## src/sv/b32dl_pkg.sv

```systemverilog
`default_nettype none
// ----------------------------------------------------------------------------
// b32dl_pkg
// Shared types, constants and helpers of the base32 DNS label encoder.
// ----------------------------------------------------------------------------
package b32dl_pkg;

  localparam int MAX_LABEL_CHARS = 63;
  localparam int MAX_LABELS      = 127;

  localparam int BYTE_W     = 8;
  localparam int LEN_W      = 6;
  localparam int LIM_W      = 7;
  localparam int CFG_DATA_W = 7;
  localparam int CFG_IDX_W  = 1;
  localparam int CODE_W     = 5;
  localparam int CHAR_W     = 7;
  localparam int STORE_W    = 4;
  localparam int BCNT_W     = 3;
  localparam int WIN_W      = STORE_W + BYTE_W;
  localparam int MAX_CODES  = 3;
  localparam int NCODE_W    = 2;
  localparam int MAX_RES    = 6;
  localparam int RES_CNT_W  = 3;
  localparam int Q_DEPTH    = 2;

  localparam logic [CHAR_W-1:0] DOT_CHAR   = 7'h2E;
  localparam logic [CHAR_W-1:0] ALPHA_BASE = 7'h61;
  localparam logic [CHAR_W-1:0] DIGIT_BASE = 7'h32;
  localparam logic [CODE_W-1:0] NUM_ALPHA  = 5'd26;

  typedef enum logic [CFG_IDX_W-1:0] {
    REG_LABEL_LENGTH = 1'b0,
    REG_LABEL_LIMIT  = 1'b1
  } cfg_reg_t;

  typedef struct packed {
    logic [LEN_W-1:0] label_length;
    logic [LIM_W-1:0] label_limit;
  } cfg_t;

  typedef struct packed {
    logic [MAX_CODES-1:0][CODE_W-1:0] code;
    logic [NCODE_W-1:0]               ncode;
    logic                             last;
  } job_t;

  typedef struct packed {
    logic full;
    logic avail;
  } q_stat_t;

  function automatic logic [CHAR_W-1:0] b32_char(input logic [CODE_W-1:0] code);
    logic [CHAR_W-1:0] ch;
    if (code < NUM_ALPHA) begin
      ch = ALPHA_BASE + CHAR_W'(code);
    end else begin
      ch = DIGIT_BASE + CHAR_W'(code - NUM_ALPHA);
    end
    return ch;
  endfunction

  function automatic logic [LEN_W-1:0] eff_len(input logic [LEN_W-1:0] len);
    logic [LEN_W-1:0] n;
    n = (len == '0) ? LEN_W'(1) : len;
    if (int'(n) > MAX_LABEL_CHARS) begin
      n = LEN_W'(MAX_LABEL_CHARS);
    end
    return n;
  endfunction

  function automatic logic [LIM_W-1:0] eff_limit(input logic [LIM_W-1:0] lim);
    logic [LIM_W-1:0] n;
    n = lim;
    if (int'(n) > MAX_LABELS) begin
      n = LIM_W'(MAX_LABELS);
    end
    return n;
  endfunction

endpackage
`default_nettype wire

```

## src/sv/b32dl_if.sv

```systemverilog
`default_nettype none
// ----------------------------------------------------------------------------
// b32dl_in_if / b32dl_out_if
// Valid/ready channels for message bytes and encoded characters.
// ----------------------------------------------------------------------------
interface b32dl_in_if;
  logic       valid;
  logic       ready;
  logic [7:0] data_byte;
  logic       last_byte;

  modport source (output valid, output data_byte, output last_byte, input ready);
  modport sink   (input valid, input data_byte, input last_byte, output ready);
endinterface

interface b32dl_out_if;
  logic       valid;
  logic       ready;
  logic [6:0] out_char;
  logic       char_valid;
  logic       truncated;
  logic       end_of_message;

  modport source (output valid, output out_char, output char_valid, output truncated,
                  output end_of_message, input ready);
  modport sink   (input valid, input out_char, input char_valid, input truncated,
                  input end_of_message, output ready);
endinterface
`default_nettype wire

```

## src/sv/base32_dns_label_encoder_unit.sv

```systemverilog
`default_nettype none
// ----------------------------------------------------------------------------
// base32_dns_label_encoder_unit
// Lowercase base32 encoder (no padding) that cuts output into DNS labels.
// ----------------------------------------------------------------------------
// Accepts one message byte per beat and returns lowercase base32 characters,
// MSB first, with '.' between labels of label_length characters; characters
// past label_limit labels are dropped and flagged as truncated. The output
// side delivers one character or separator per cycle while the sink is
// ready; a byte yields usually one or two results, up to six on a final byte
// that crosses label boundaries. The intake side slices bytes ahead through
// a two-entry job queue, so bytes are taken while earlier characters still
// wait. With the output side idle, an accepted byte is first written into the
// job queue and then loaded into the output buffer, from which its first
// result is offered.
// ----------------------------------------------------------------------------
module base32_dns_label_encoder_unit import b32dl_pkg::*; (
  input  logic                  clk,
  input  logic                  rst_n,
  b32dl_in_if.sink              in_ch,
  b32dl_out_if.source           out_ch,
  input  logic                  cfg_we,
  input  logic [CFG_IDX_W-1:0]  cfg_index,
  input  logic [CFG_DATA_W-1:0] cfg_data
);

  cfg_t    cfg_r, cfg_nxt;
  q_stat_t q_stat;
  logic    push;
  logic    pop;
  job_t    push_job;
  job_t    head;

  always_comb begin
    cfg_nxt = cfg_r;
    if (cfg_we) begin
      unique case (cfg_reg_t'(cfg_index))
        REG_LABEL_LENGTH: cfg_nxt.label_length = cfg_data[LEN_W-1:0];
        REG_LABEL_LIMIT:  cfg_nxt.label_limit  = cfg_data[LIM_W-1:0];
        default:          cfg_nxt = cfg_r;
      endcase
    end
  end

  always_ff @(posedge clk) begin
    if (!rst_n) begin
      cfg_r.label_length <= LEN_W'(63);
      cfg_r.label_limit  <= LIM_W'(4);
    end else begin
      cfg_r <= cfg_nxt;
    end
  end

  b32dl_front u_front (
    .clk    (clk),
    .rst_n  (rst_n),
    .in_ch  (in_ch),
    .q_stat (q_stat),
    .push   (push),
    .job    (push_job)
  );

  b32dl_fifo u_fifo (
    .clk      (clk),
    .rst_n    (rst_n),
    .push     (push),
    .push_job (push_job),
    .pop      (pop),
    .q_stat   (q_stat),
    .head     (head)
  );

  b32dl_back u_back (
    .clk    (clk),
    .rst_n  (rst_n),
    .cfg    (cfg_r),
    .q_stat (q_stat),
    .head   (head),
    .pop    (pop),
    .out_ch (out_ch)
  );

endmodule
`default_nettype wire

```

## src/sv/b32dl_front.sv

```systemverilog
`default_nettype none
// ----------------------------------------------------------------------------
// b32dl_front
// Byte intake: slices the bit window into 5-bit codes and queues them.
// ----------------------------------------------------------------------------
module b32dl_front import b32dl_pkg::*; (
  input  logic        clk,
  input  logic        rst_n,
  b32dl_in_if.sink    in_ch,
  input  q_stat_t     q_stat,
  output logic        push,
  output job_t        job
);

  logic [STORE_W-1:0] store_r, store_nxt;
  logic [BCNT_W-1:0]  bcnt_r, bcnt_nxt;

  logic [WIN_W-1:0]   win;
  logic [WIN_W-1:0]   left;
  logic [3:0]         total;
  logic [3:0]         rem;
  logic [CODE_W-1:0]  tail;

  assign in_ch.ready = !q_stat.full;
  assign push        = in_ch.valid && !q_stat.full;

  always_comb begin
    win   = {store_r, in_ch.data_byte};
    total = 4'(bcnt_r) + 4'd8;
    job   = '0;
    job.last    = in_ch.last_byte;
    job.code[0] = CODE_W'(win >> (total - 4'd5));
    if (total >= 4'd10) begin
      job.code[1] = CODE_W'(win >> (total - 4'd10));
      rem         = total - 4'd10;
      job.ncode   = NCODE_W'(2);
    end else begin
      rem         = total - 4'd5;
      job.ncode   = NCODE_W'(1);
    end
    left = win & ((WIN_W'(1) << rem) - WIN_W'(1));
    tail = CODE_W'(left << (4'd5 - rem));
    if (in_ch.last_byte && rem != 4'd0) begin
      job.code[job.ncode] = tail;
      job.ncode           = job.ncode + NCODE_W'(1);
    end
    store_nxt = store_r;
    bcnt_nxt  = bcnt_r;
    if (push) begin
      store_nxt = in_ch.last_byte ? '0 : STORE_W'(left);
      bcnt_nxt  = in_ch.last_byte ? '0 : BCNT_W'(rem);
    end
  end

  always_ff @(posedge clk) begin
    if (!rst_n) begin
      store_r <= '0;
      bcnt_r  <= '0;
    end else begin
      store_r <= store_nxt;
      bcnt_r  <= bcnt_nxt;
    end
  end

endmodule
`default_nettype wire

```

## src/sv/b32dl_fifo.sv

```systemverilog
`default_nettype none
// ----------------------------------------------------------------------------
// b32dl_fifo
// Short register queue of code jobs between intake and character output.
// ----------------------------------------------------------------------------
module b32dl_fifo import b32dl_pkg::*; (
  input  logic    clk,
  input  logic    rst_n,
  input  logic    push,
  input  job_t    push_job,
  input  logic    pop,
  output q_stat_t q_stat,
  output job_t    head
);

  localparam int PTR_W = (Q_DEPTH > 1) ? $clog2(Q_DEPTH) : 1;
  localparam int CNT_W = $clog2(Q_DEPTH + 1);

  job_t             mem_r [Q_DEPTH];
  logic [PTR_W-1:0] wp_r, wp_nxt;
  logic [PTR_W-1:0] rp_r, rp_nxt;
  logic [CNT_W-1:0] cnt_r, cnt_nxt;

  assign q_stat.full  = (cnt_r == CNT_W'(Q_DEPTH));
  assign q_stat.avail = (cnt_r != '0);
  assign head         = mem_r[rp_r];

  always_comb begin
    wp_nxt  = wp_r;
    rp_nxt  = rp_r;
    cnt_nxt = cnt_r;
    if (push) begin
      wp_nxt = (wp_r == PTR_W'(Q_DEPTH - 1)) ? '0 : wp_r + PTR_W'(1);
    end
    if (pop) begin
      rp_nxt = (rp_r == PTR_W'(Q_DEPTH - 1)) ? '0 : rp_r + PTR_W'(1);
    end
    if (push && !pop) begin
      cnt_nxt = cnt_r + CNT_W'(1);
    end else if (pop && !push) begin
      cnt_nxt = cnt_r - CNT_W'(1);
    end
  end

  always_ff @(posedge clk) begin
    if (push) begin
      mem_r[wp_r] <= push_job;
    end
    if (!rst_n) begin
      wp_r  <= '0;
      rp_r  <= '0;
      cnt_r <= '0;
    end else begin
      wp_r  <= wp_nxt;
      rp_r  <= rp_nxt;
      cnt_r <= cnt_nxt;
    end
  end

endmodule
`default_nettype wire

```

## src/sv/b32dl_back.sv

```systemverilog
`default_nettype none
// ----------------------------------------------------------------------------
// b32dl_back
// Label builder: expands one code job into characters and separators,
// then shifts them out one beat per cycle while the sink is ready.
// ----------------------------------------------------------------------------
module b32dl_back import b32dl_pkg::*; (
  input  logic        clk,
  input  logic        rst_n,
  input  cfg_t        cfg,
  input  q_stat_t     q_stat,
  input  job_t        head,
  output logic        pop,
  b32dl_out_if.source out_ch
);

  logic [CHAR_W-1:0]    buf_r [MAX_RES];
  logic [CHAR_W-1:0]    buf_nxt [MAX_RES];
  logic [RES_CNT_W-1:0] cnt_r, cnt_nxt;
  logic                 cv_r, cv_nxt;
  logic                 last_r, last_nxt;
  logic                 trunc_r, trunc_nxt;
  logic [LEN_W-1:0]     cil_r, cil_nxt;
  logic [LIM_W-1:0]     lab_r, lab_nxt;
  logic                 drop_r, drop_nxt;

  logic                 take;
  logic [LEN_W-1:0]     e_len;
  logic [LIM_W-1:0]     e_lim;
  logic [CHAR_W-1:0]    res [MAX_RES];
  logic [RES_CNT_W-1:0] n;
  logic [LEN_W-1:0]     c;
  logic [LIM_W-1:0]     l;
  logic                 d;
  logic                 ok;
  logic                 cv;

  assign take                  = out_ch.valid && out_ch.ready;
  assign pop                   = q_stat.avail && (cnt_r == '0 ||
                                 (take && cnt_r == RES_CNT_W'(1)));
  assign out_ch.valid          = (cnt_r != '0);
  assign out_ch.out_char       = buf_r[0];
  assign out_ch.char_valid     = cv_r;
  assign out_ch.truncated      = trunc_r;
  assign out_ch.end_of_message = last_r && (cnt_r == RES_CNT_W'(1));

  assign e_len = eff_len(cfg.label_length);
  assign e_lim = eff_limit(cfg.label_limit);

  // expand up to three codes against the running label state
  always_comb begin
    for (int i = 0; i < MAX_RES; i++) begin
      res[i] = '0;
    end
    n  = '0;
    c  = cil_r;
    l  = lab_r;
    d  = drop_r;
    ok = 1'b0;
    cv = 1'b1;
    for (int k = 0; k < MAX_CODES; k++) begin
      if (NCODE_W'(k) < head.ncode) begin
        ok = 1'b1;
        if (l == '0) begin
          if (e_lim == '0) begin
            d  = 1'b1;
            ok = 1'b0;
          end else begin
            l = LIM_W'(1);
            c = '0;
          end
        end else if (c >= e_len) begin
          if (l >= e_lim) begin
            d  = 1'b1;
            ok = 1'b0;
          end else begin
            res[n] = DOT_CHAR;
            n      = n + RES_CNT_W'(1);
            l      = l + LIM_W'(1);
            c      = '0;
          end
        end
        if (ok) begin
          res[n] = b32_char(head.code[k]);
          n      = n + RES_CNT_W'(1);
          c      = c + LEN_W'(1);
        end
      end
    end
    if (head.last && n == '0) begin
      n  = RES_CNT_W'(1);
      cv = 1'b0;
    end
  end

  always_comb begin
    for (int i = 0; i < MAX_RES; i++) begin
      buf_nxt[i] = buf_r[i];
    end
    cnt_nxt   = cnt_r;
    cv_nxt    = cv_r;
    last_nxt  = last_r;
    trunc_nxt = trunc_r;
    cil_nxt   = cil_r;
    lab_nxt   = lab_r;
    drop_nxt  = drop_r;
    if (pop) begin
      for (int i = 0; i < MAX_RES; i++) begin
        buf_nxt[i] = res[i];
      end
      cnt_nxt   = n;
      cv_nxt    = cv;
      last_nxt  = head.last;
      trunc_nxt = d;
      cil_nxt   = head.last ? '0 : c;
      lab_nxt   = head.last ? '0 : l;
      drop_nxt  = head.last ? 1'b0 : d;
    end else if (take) begin
      for (int i = 0; i < MAX_RES - 1; i++) begin
        buf_nxt[i] = buf_r[i+1];
      end
      buf_nxt[MAX_RES-1] = '0;
      cnt_nxt = cnt_r - RES_CNT_W'(1);
    end
  end

  always_ff @(posedge clk) begin
    for (int i = 0; i < MAX_RES; i++) begin
      buf_r[i] <= buf_nxt[i];
    end
    if (!rst_n) begin
      cnt_r   <= '0;
      cv_r    <= 1'b0;
      last_r  <= 1'b0;
      trunc_r <= 1'b0;
      cil_r   <= '0;
      lab_r   <= '0;
      drop_r  <= 1'b0;
    end else begin
      cnt_r   <= cnt_nxt;
      cv_r    <= cv_nxt;
      last_r  <= last_nxt;
      trunc_r <= trunc_nxt;
      cil_r   <= cil_nxt;
      lab_r   <= lab_nxt;
      drop_r  <= drop_nxt;
    end
  end

  a_cnt_bound: assert property (@(posedge clk) disable iff (!rst_n)
    cnt_r <= RES_CNT_W'(MAX_RES))
    else $error("result count exceeds buffer depth");

  a_empty_close: assert property (@(posedge clk) disable iff (!rst_n)
    (cnt_r != '0 && !cv_r) |-> (cnt_r == RES_CNT_W'(1) && last_r))
    else $error("empty result outside message close");

  a_stall_hold: assert property (@(posedge clk) disable iff (!rst_n)
    (cnt_r != '0 && !out_ch.ready) |=> ($stable(cnt_r) && $stable(last_r)))
    else $error("pending results changed while stalled");

endmodule
`default_nettype wire
```

## src/flat_wrapper.sv

```systemverilog
// flat-port wrapper written by rule: the top's interface ports become plain ports
module base32_dns_label_encoder_unit_flat import b32dl_pkg::*;
  (clk, rst_n, cfg_we, cfg_index, cfg_data, in_ch_valid, in_ch_data_byte, in_ch_last_byte, in_ch_ready, out_ch_valid, out_ch_out_char, out_ch_char_valid, out_ch_truncated, out_ch_end_of_message, out_ch_ready);
  b32dl_in_if in_ch_i ();
  b32dl_out_if out_ch_i ();
  input  logic clk;
  input  logic rst_n;
  input  logic cfg_we;
  input  logic [CFG_IDX_W-1:0] cfg_index;
  input  logic [CFG_DATA_W-1:0] cfg_data;
  input wire logic [$bits(in_ch_i.valid)-1:0] in_ch_valid;
  input wire logic [$bits(in_ch_i.data_byte)-1:0] in_ch_data_byte;
  input wire logic [$bits(in_ch_i.last_byte)-1:0] in_ch_last_byte;
  output wire logic [$bits(in_ch_i.ready)-1:0] in_ch_ready;
  output wire logic [$bits(out_ch_i.valid)-1:0] out_ch_valid;
  output wire logic [$bits(out_ch_i.out_char)-1:0] out_ch_out_char;
  output wire logic [$bits(out_ch_i.char_valid)-1:0] out_ch_char_valid;
  output wire logic [$bits(out_ch_i.truncated)-1:0] out_ch_truncated;
  output wire logic [$bits(out_ch_i.end_of_message)-1:0] out_ch_end_of_message;
  input wire logic [$bits(out_ch_i.ready)-1:0] out_ch_ready;
  assign in_ch_i.valid = in_ch_valid;
  assign in_ch_i.data_byte = in_ch_data_byte;
  assign in_ch_i.last_byte = in_ch_last_byte;
  assign in_ch_ready = in_ch_i.ready;
  assign out_ch_valid = out_ch_i.valid;
  assign out_ch_out_char = out_ch_i.out_char;
  assign out_ch_char_valid = out_ch_i.char_valid;
  assign out_ch_truncated = out_ch_i.truncated;
  assign out_ch_end_of_message = out_ch_i.end_of_message;
  assign out_ch_i.ready = out_ch_ready;
  base32_dns_label_encoder_unit u_core (.clk(clk), .rst_n(rst_n), .in_ch(in_ch_i), .out_ch(out_ch_i), .cfg_we(cfg_we), .cfg_index(cfg_index), .cfg_data(cfg_data));
endmodule
```

## config.mk

```make
export PLATFORM = sky130hd
export DESIGN_NAME = base32_dns_label_encoder_unit_flat
export DESIGN_NICKNAME = d
export VERILOG_FILES = /design/src/sv/b32dl_pkg.sv /design/src/sv/b32dl_if.sv /design/src/sv/base32_dns_label_encoder_unit.sv /design/src/sv/b32dl_front.sv /design/src/sv/b32dl_fifo.sv /design/src/sv/b32dl_back.sv /design/src/flat_wrapper.sv
export SDC_FILE = /design/constraint.sdc
export NUM_CORES = 1
export LEC_CHECK = 0
export BUFFER_PORTS_ARGS = -buffer_cell sky130_fd_sc_hd__buf_2
export CAP_MARGIN = 20
export CORE_MARGIN = 1
export CORE_UTILIZATION = 64
export CTS_CLUSTER_SIZE = 28
export DETAILED_ROUTE_END_ITERATION = 6
export PLACE_DENSITY_LB_ADDON = 0.1
export SLEW_MARGIN = 30
export SYNTH_ARGS = -nofsm -noshare
export SYNTH_HDL_FRONTEND = slang
export SYNTH_SLANG_ARGS = --single-unit
```

## constraint.sdc

```tcl
create_clock -name clk -period 10.9 [get_ports clk]
set_clock_uncertainty 0.2 [all_clocks]
set_input_delay 1.635 -clock clk [delete_from_list [all_inputs] [get_ports clk]]
set_output_delay 1.635 -clock clk [all_outputs]
set_load 0.02 [all_outputs]
```

==> out/metrics.yaml, run 1 <==
setup_path:
  critPathArrivalTime_ps: 9840
  reg2regPathDepth: 38
  reg2reg_from: "u_core.cfg_r[9]"
  critPathMaxFanout: 20
  crit_top_cell: "ha_1"
  critical_path_required_ps: 10850
  crit_path_max_incr_delay_ps: 720
  start_kind: "register"
  crit-reg2reg-capture: "u_core.u_back.buf_r[5][0]"
  rrSetupSlack_ps: 1010
  end_kind: "register"
  cp_slowest_cell: "a31oi_1"
  worstSetupPathType: "reg2reg"
synth:
  yosysTopAreaCellShare_pct: 22.4
  synth_common_cells: "nand2_1 (131), nor2_1 (86), edfxtp_1 (78), ha_1 (78), o21ai_0 (78)"
  yosys.area_share.simple_pct: 20.5
  yosys.area_share.adder_pct: 9.34
  avgSynthCellArea_um2: 8.76
  synthMuxAreaShare_pct: 7.64
  ys_types: 99
  ys_warn_count: 0
  yosysTopAreaCell: "edfxtp_1"
  synth-compound-area-share_pct: 23.9
  async_flop_share_pct: 0
  synthFlopType: "edfxtp_1"
  yosysSeqAreaShare_pct: 31.0
  synth_nets: 1292
  synth_xor_area_share_pct: 2.60
  syn_area_um2: 10400
  synth_area_leaders: "edfxtp_1 (22%), ha_1 (9.3%), dfxtp_1 (8.6%), nand2_1 (4.7%), o21ai_0 (3.7%)"
  syn_inst: 1192
  synth.most_common_cell: "nand2_1"
  ys_seq_elements: 123
  synth_top_family_by_area: "compound AO/OA/AOI/OAI gates"
  synth_edf_count: 78
cells_and_area:
  final_cells: 1427
  nNetsFinal: 1298
  drive_above_1_share_pct: 13.6
  n_antenna_cell: 0
  syn2layout_area_growth_pct: 8.72
floorplan:
  die_h_um: 130
  core.rowCount: 46
  fp.dieW_um: 130
  coreArea_um2: 15900
  start_util_pct: 65.8
  io_pins: 34
  die-area_um2: 16800
placed_design:
  dp.cells: 1395
  hpwl_mm: 21.3
  portBuffers: 33
  gp_congestion: 0.965
  place_worst_setup_slack_ps: 1260
timing:
  max_clock_freq_mhz: 101
  setup_tns_ps: 0
  rsz0062_at_grt: "false"
  finalWorstSetupSlack_ps: 1010
  fin_crit_sh_pct: 90.8
  hold_viol: 0
  setup_viol: 0
  slew_violations: 0
  tightest_slew_ps: 951
  relSlewSlack_pct: 36.3
  fin_crit_ps: 9890
clock_tree:
  clk_pin_slew_ps: 60
  ctsHoldBuffers: 0
  cts_sinks: 123
  ctsRootBufferMaster: "clkbuf_16"
  cts_buffers: 17
  clock_path_buffers: 2
  clk_latency_ps: 430
  cts_tree: "built"
  post_cts_resized: 0
  postCtsSetupBuffers: 0
  htreeDepth: 4
routing:
  wl_mm: 29.0
  first_iter_violations: 1152
  dr_total_vias: 9491
  viasPerCell: 6.65
  wire_per_inst_um: 20.3
  drtAntennaViolNets: 0
  first_pass_iters: 7
  drc: 0
worst_hold_path:
  hp-start: "u_core.cfg_r[2]"
  hold_depth: 2
  min_path_type: "reg2reg"
  worstHoldEndpoint: "u_core.cfg_r[2]"
grt:
  grt_pass1_vias: 8566
  grt-ovfl-total: 0
  antenna_found_initial: 0
  grt_max_degree: 56
  grt_pass1_wl_mm: 46.4
  grt.total_usage_pct: 35.9
power_and_ir_drop:
  power_leakage_uw: 0.00449
  ir_worst_vdd_uv: 291
  cellPowerDensity_nw_per_um2: 255
flow_run:
  drv_cap: 0
status:
  status: "finished clean"
-- per-stage QoR --
stage	utilization, %	hold WS, ps	area, µm²	total power [µW]
floorplan	-	256	10400	1860
global placement	67.4	271	10700	2200
detailed placement	67.5	281	10700	2230
CTS	71.5	289	11400	2850
global route	71.5	337	11400	3050
finish	71.5	288	11400	2890
-- routing by layer --
metal	vias to the layer above	share of wire [%]	GRT usage, %
li1	4476	-	-
met1	4464	45	51.1
met2	484	44	54.5
met3	67	8.4	7.01
met4	0	2.4	12.2
met5	-	0	0
-- area by class of cell --
class	count	area [µm²]
inverters	68	255
clock buffers	19	433
repair buffers	45	255
multi-input cells	943	6710
clock inverters	13	191
fillers	1240	4530
flip-flops and latches	123	3240
well taps	216	270
-- state kept, by name, summed over array words and instances, names as in the netlist, named ones only --
register,flops
u_core.cfg_r,13
u_core.u_back.cnt_r,3
u_core.u_back.out_ch.char_valid,1
u_core.u_back.lab_r,7
u_core.u_back.drop_r,1
u_core.u_back.cil_r,6
u_core.u_fifo.mem_r,36
u_core.u_fifo.rp_r,1
u_core.u_back.last_r,1
u_core.u_back.out_ch.truncated,1
u_core.u_fifo.wp_r,1
u_core.u_front.bcnt_r,3
u_core.u_fifo.cnt_r,2
u_core.u_back.buf_r,42
u_core.u_front.store_r,4
-- critical path: cells and delay by family, from the launching register on --
family	cells	cell delay, ps
buf+inv	2	280
flops	1	300
simple gates	11	1440
fa+ha+maj	5	1420
compound gates	20	5980
-- worst max path at each step --
stage                                from                         to  slack [ps]  depth (start not counted)
after floorplan           u_core.cfg_r[9]  u_core.u_back.buf_r[1][5]        2070                         43
after global placement    u_core.cfg_r[9]  u_core.u_back.buf_r[5][0]        1630                         38
after detailed placement  u_core.cfg_r[9]  u_core.u_back.buf_r[5][0]        1260                         38
after CTS                 u_core.cfg_r[9]  u_core.u_back.buf_r[5][0]        1200                         38
after global routing      u_core.cfg_r[9]  u_core.u_back.buf_r[5][0]         190                         38
final                     u_core.cfg_r[9]  u_core.u_back.buf_r[5][0]        1010                         38
-- power by group --
| part | total [µW] | switching, µW | internal (µW) |
|---|---|---|---|
| logic | 1510 | 1010 | 494 |
| registers | 769 | 57.8 | 712 |
| clock network | 615 | 230 | 385 |
| total | 2890 | 1300 | 1590 |
-- cell families after synthesis --
kind of cell	after synthesis
adders and majority gates	78
xor gates and xnor gates	31
muxes	62
AOI/OAI and AO/OA	347
DFF	123
buffers and inverters	126
and+or+nand+nor	425
-- cells in the final DEF (no fill, tap or decap), types with 13 or more instances in the layout --
| cell type | count |
|---|---|
| o22ai_1 | 13 |
| nor2_1 | 85 |
| nand3_1 | 50 |
| inv_1 | 63 |
| a221oi_2 | 13 |
| o21ai_0 | 76 |
| mux2i_1 | 33 |
| xnor2_1 | 21 |
| nand2_1 | 131 |
| a21oi_1 | 64 |
| mux2_2 | 15 |
| ha_1 | 77 |
| and2_1 | 17 |
| o211ai_1 | 16 |
| a31oi_1 | 23 |
| edfxtp_1 | 78 |
| clkbuf_16 | 17 |
| a21o_1 | 15 |
| buf_2 | 33 |
| and3_1 | 17 |
| nand4_1 | 16 |
| dfxtp_1 | 45 |
| nor3_1 | 22 |
| nor2b_1 | 20 |
(Power assumes the default switching activity.)
==> run 2, diff against run 1 <==
--- a/config.mk
+++ b/config.mk
@@ -9,5 +9,5 @@
 export CAP_MARGIN = 20
 export CORE_MARGIN = 1
-export CORE_UTILIZATION = 64
+export CORE_UTILIZATION = 58
 export CTS_CLUSTER_SIZE = 28
 export DETAILED_ROUTE_END_ITERATION = 6
==> constraint.sdc (replaced) <==
create_clock -name clk -period 8.3 [get_ports clk]
set_clock_uncertainty 0.2 [all_clocks]
set_input_delay 1.245 -clock clk [delete_from_list [all_inputs] [get_ports clk]]
set_output_delay 1.245 -clock clk [all_outputs]
set_load 0.005 [all_outputs]
==> out/metrics.yaml, run 2 (same netlist as run 1, synthesis figures left out) <==
status:
  status: "finished clean"  # unchanged
floorplan:
  coreArea_um2: 17400  # was 15900 µm²
  fp.dieW_um: 136  # was 130 µm
  core.rowCount: 48  # was 46
  die-area_um2: 18500  # was 16800 µm²
  start_util_pct: 60.0  # was 65.8%
  die_h_um: 136  # was 130 µm
  io_pins: 34  # unchanged
worst_hold_path:
  hp-start: "u_core.cfg_r[2]"  # unchanged
  worstHoldEndpoint: "u_core.cfg_r[2]"  # unchanged
  hold_depth: 2  # unchanged
  min_path_type: "reg2reg"  # unchanged
routing:
  wire_per_inst_um: 19.9  # was 20.3 µm
  wl_mm: 29.2  # was 29.0 mm
  drtAntennaViolNets: 0  # unchanged
  drc: 0  # unchanged
  viasPerCell: 6.51  # was 6.65
  first_pass_iters: 6  # was 7
  dr_total_vias: 9558  # was 9491
  first_iter_violations: 1034  # was 1152
grt:
  grt_pass1_wl_mm: 46.2  # was 46.4 mm
  grt_max_degree: 64  # was 56
  grt.total_usage_pct: 32.6  # was 35.9%
  grt-ovfl-total: 0  # unchanged
  antenna_found_initial: 0  # unchanged
  grt_pass1_vias: 8726  # was 8566
placed_design:
  gp_congestion: 0.978  # was 0.965
  hpwl_mm: 21.7  # was 21.3 mm
  portBuffers: 33  # unchanged
power_and_ir_drop:
  internal-power_uw: 2130  # was 1590 µW
  p_seq_share_pct: 26.6  # about the same
  cellPowerDensity_nw_per_um2: 327  # was 255 nW/µm²
  power_frac_comb_pct: 52.0  # was 52.1%
  pwr-share-clk_pct: 21.4  # was 21.3%
  p_sw_share_pct: 44.1  # was 45.0%
  p_sw_uw: 1680  # was 1300 µW
  ir_worst_vdd_uv: 287  # was 291 µV
  power_leakage_uw: 0.00467  # was 0.00449 µW
setup_path:
  critPathArrivalTime_ps: 7930  # was 9840 ps
  crit-reg2reg-capture: "u_core.u_back.buf_r[3][3]"  # was u_core.u_back.buf_r[5][0]
  critical_path_required_ps: 8280  # was 10850 ps
  worstSetupPathType: "reg2reg"  # unchanged
  cp_num_buf_inv: 2  # unchanged
  start_kind: "register"  # unchanged
  rrSetupSlack_ps: 350  # was 1010 ps
  critPathMaxFanout: 7  # was 20
  cpLargestDelayFamily: "compound AO/OA/AOI/OAI gates"  # unchanged
  reg2reg_from: "u_core.cfg_r[4]"  # was u_core.cfg_r[9]
  reg2regPathDepth: 35  # was 38
  cp_slowest_cell: "dfxtp_1"  # was a31oi_1
  crit_path_max_incr_delay_ps: 360  # was 720 ps
  end_kind: "register"  # unchanged
clock_tree:
  cts_buffers: 17  # unchanged
  cts_sinks: 123  # unchanged
  htreeDepth: 4  # unchanged
  ctsRootBufferMaster: "clkbuf_16"  # unchanged
  clk_pin_slew_ps: 70  # was 60 ps
  clock_path_buffers: 2  # unchanged
  clk_latency_ps: 430  # about the same
  cts_tree: "built"  # unchanged
cells_and_area:
  top_regs: "u_core.u_back.buf_r: 42 flops, u_core.u_fifo.mem_r: 36 flops, u_core.cfg_r: 13 flops"  # unchanged
  multi_input_area_um2: 6750  # was 6710 µm²
  n_antenna_cell: 0  # unchanged
  fillers: 1448  # was 1240
  final_common_cell: "nand2_1"  # unchanged
  syn2layout_area_growth_pct: 11.6  # was 8.72%
  regArea_um2: 3240  # unchanged
  largest_reg_flops: 42  # unchanged
  final_cell_mix: "nand2_1 (131), nor2_1 (86), edfxtp_1 (78), ha_1 (77), o21ai_0 (76)"  # was nand2_1 (131), nor2_1 (85), edfxtp_1 (78), ha_1 (77), o21ai_0 (76)
  top_register: "u_core.u_back.buf_r"  # unchanged
  drive_above_1_share_pct: 16.7  # was 13.6%
  nNetsFinal: 1330  # was 1298
timing:
  fin_crit_sh_pct: 95.8  # was 90.8%
  slew_violations: 0  # unchanged
  holdWs_ps: 284  # was 288 ps
  tightest_slew_ps: 1030  # was 951 ps
  setup_viol: 0  # unchanged
  hold_viol: 0  # unchanged
  setup_tns_ps: 0  # unchanged
  fin_crit_ps: 7950  # was 9890 ps
  max_clock_freq_mhz: 126  # was 101 MHz
  relSlewSlack_pct: 30.6  # was 36.3%
flow_run:
  drv_cap: 0  # unchanged
-- run 2: cell count changes in the layout (fill, tap and decap cells not counted), sizes merged --
cell,previous run,this run
clkbuf,19,18
inv,69,73
clkinvlp,2,1
buf,45,77
clkinv,6,4
-- run 2: worst max path at each step --
stage,cells past startpoint,end,from,slack [ps]
finish,35,u_core.u_back.buf_r[3][3],u_core.cfg_r[4],350
global placement,36,u_core.u_back.buf_r[1][2],u_core.cfg_r[4],340
floorplan,43,u_core.u_back.buf_r[1][5],u_core.cfg_r[9],50
global route,36,u_core.u_back.buf_r[1][2],u_core.cfg_r[11],-50
detailed placement,36,u_core.u_back.buf_r[1][2],u_core.cfg_r[4],200
CTS,36,u_core.u_back.buf_r[1][2],u_core.cfg_r[4],100
-- run 2: layout make-up --
class                           instances  share of cell area, %
Multi-Input combinational cell        943                   57.9
Clock inverter                         14                   1.78
Sequential cell                       123                   27.8
Clock buffer                           18                   3.68
Timing Repair Buffer                   77                   4.25
Inverter                               68                   2.19
Tap cell                              225                   2.41
-- run 2: layer usage --
layer | share of wire, % | track usage, % | routed length, µm
met5 | 0 | 0 | 0
met4 | 3.0 | 12.3 | 880
met3 | 9.0 | 6.49 | 2630
met2 | 44 | 49.3 | 12800
met1 | 44 | 45.5 | 13000
-- run 2: repair_timing --
item,4_1_cts,5_1_grt
resized for setup,0,12
setup endpoints to repair,0,52
buffers inserted,0,4
hold buffers,0,0
-- run 2: worst reg2reg max path: cells and delay by family (launching register included) --
kind	cells	cell delay (ps)
buffers and inverters	2	310
adders and majority gates	5	1340
DFF	1	360
and+or+nand+nor	5	810
AOI/OAI and AO/OA	23	4680
-- run 2: power groups by stage --
stage / logic (µW) / registers (µW) / clock network [µW]
after floorplan: 1410 / 1000 / 0
after global placement: 1870 / 1020 / 0
after detailed placement: 1890 / 1020 / 0
after CTS: 1900 / 1010 / 827
after global routing: 2150 / 1030 / 848
final: 1980 / 1020 / 817
-- run 2: per-stage QoR --
stage	instances	power [µW]	setup WS, ps	utilization [%]	area [µm²]
6_report	1468	3810	352	67.0	11700
5_1_grt	1468	4030	-53.7	67.0	11700
4_1_cts	1464	3740	103	66.5	11600
3_5_place_dp	1432	2910	195	62.9	10900
3_3_place_gp	1432	2880	339	62.8	10900
2_1_floorplan	1192	2410	51.3	-	10500
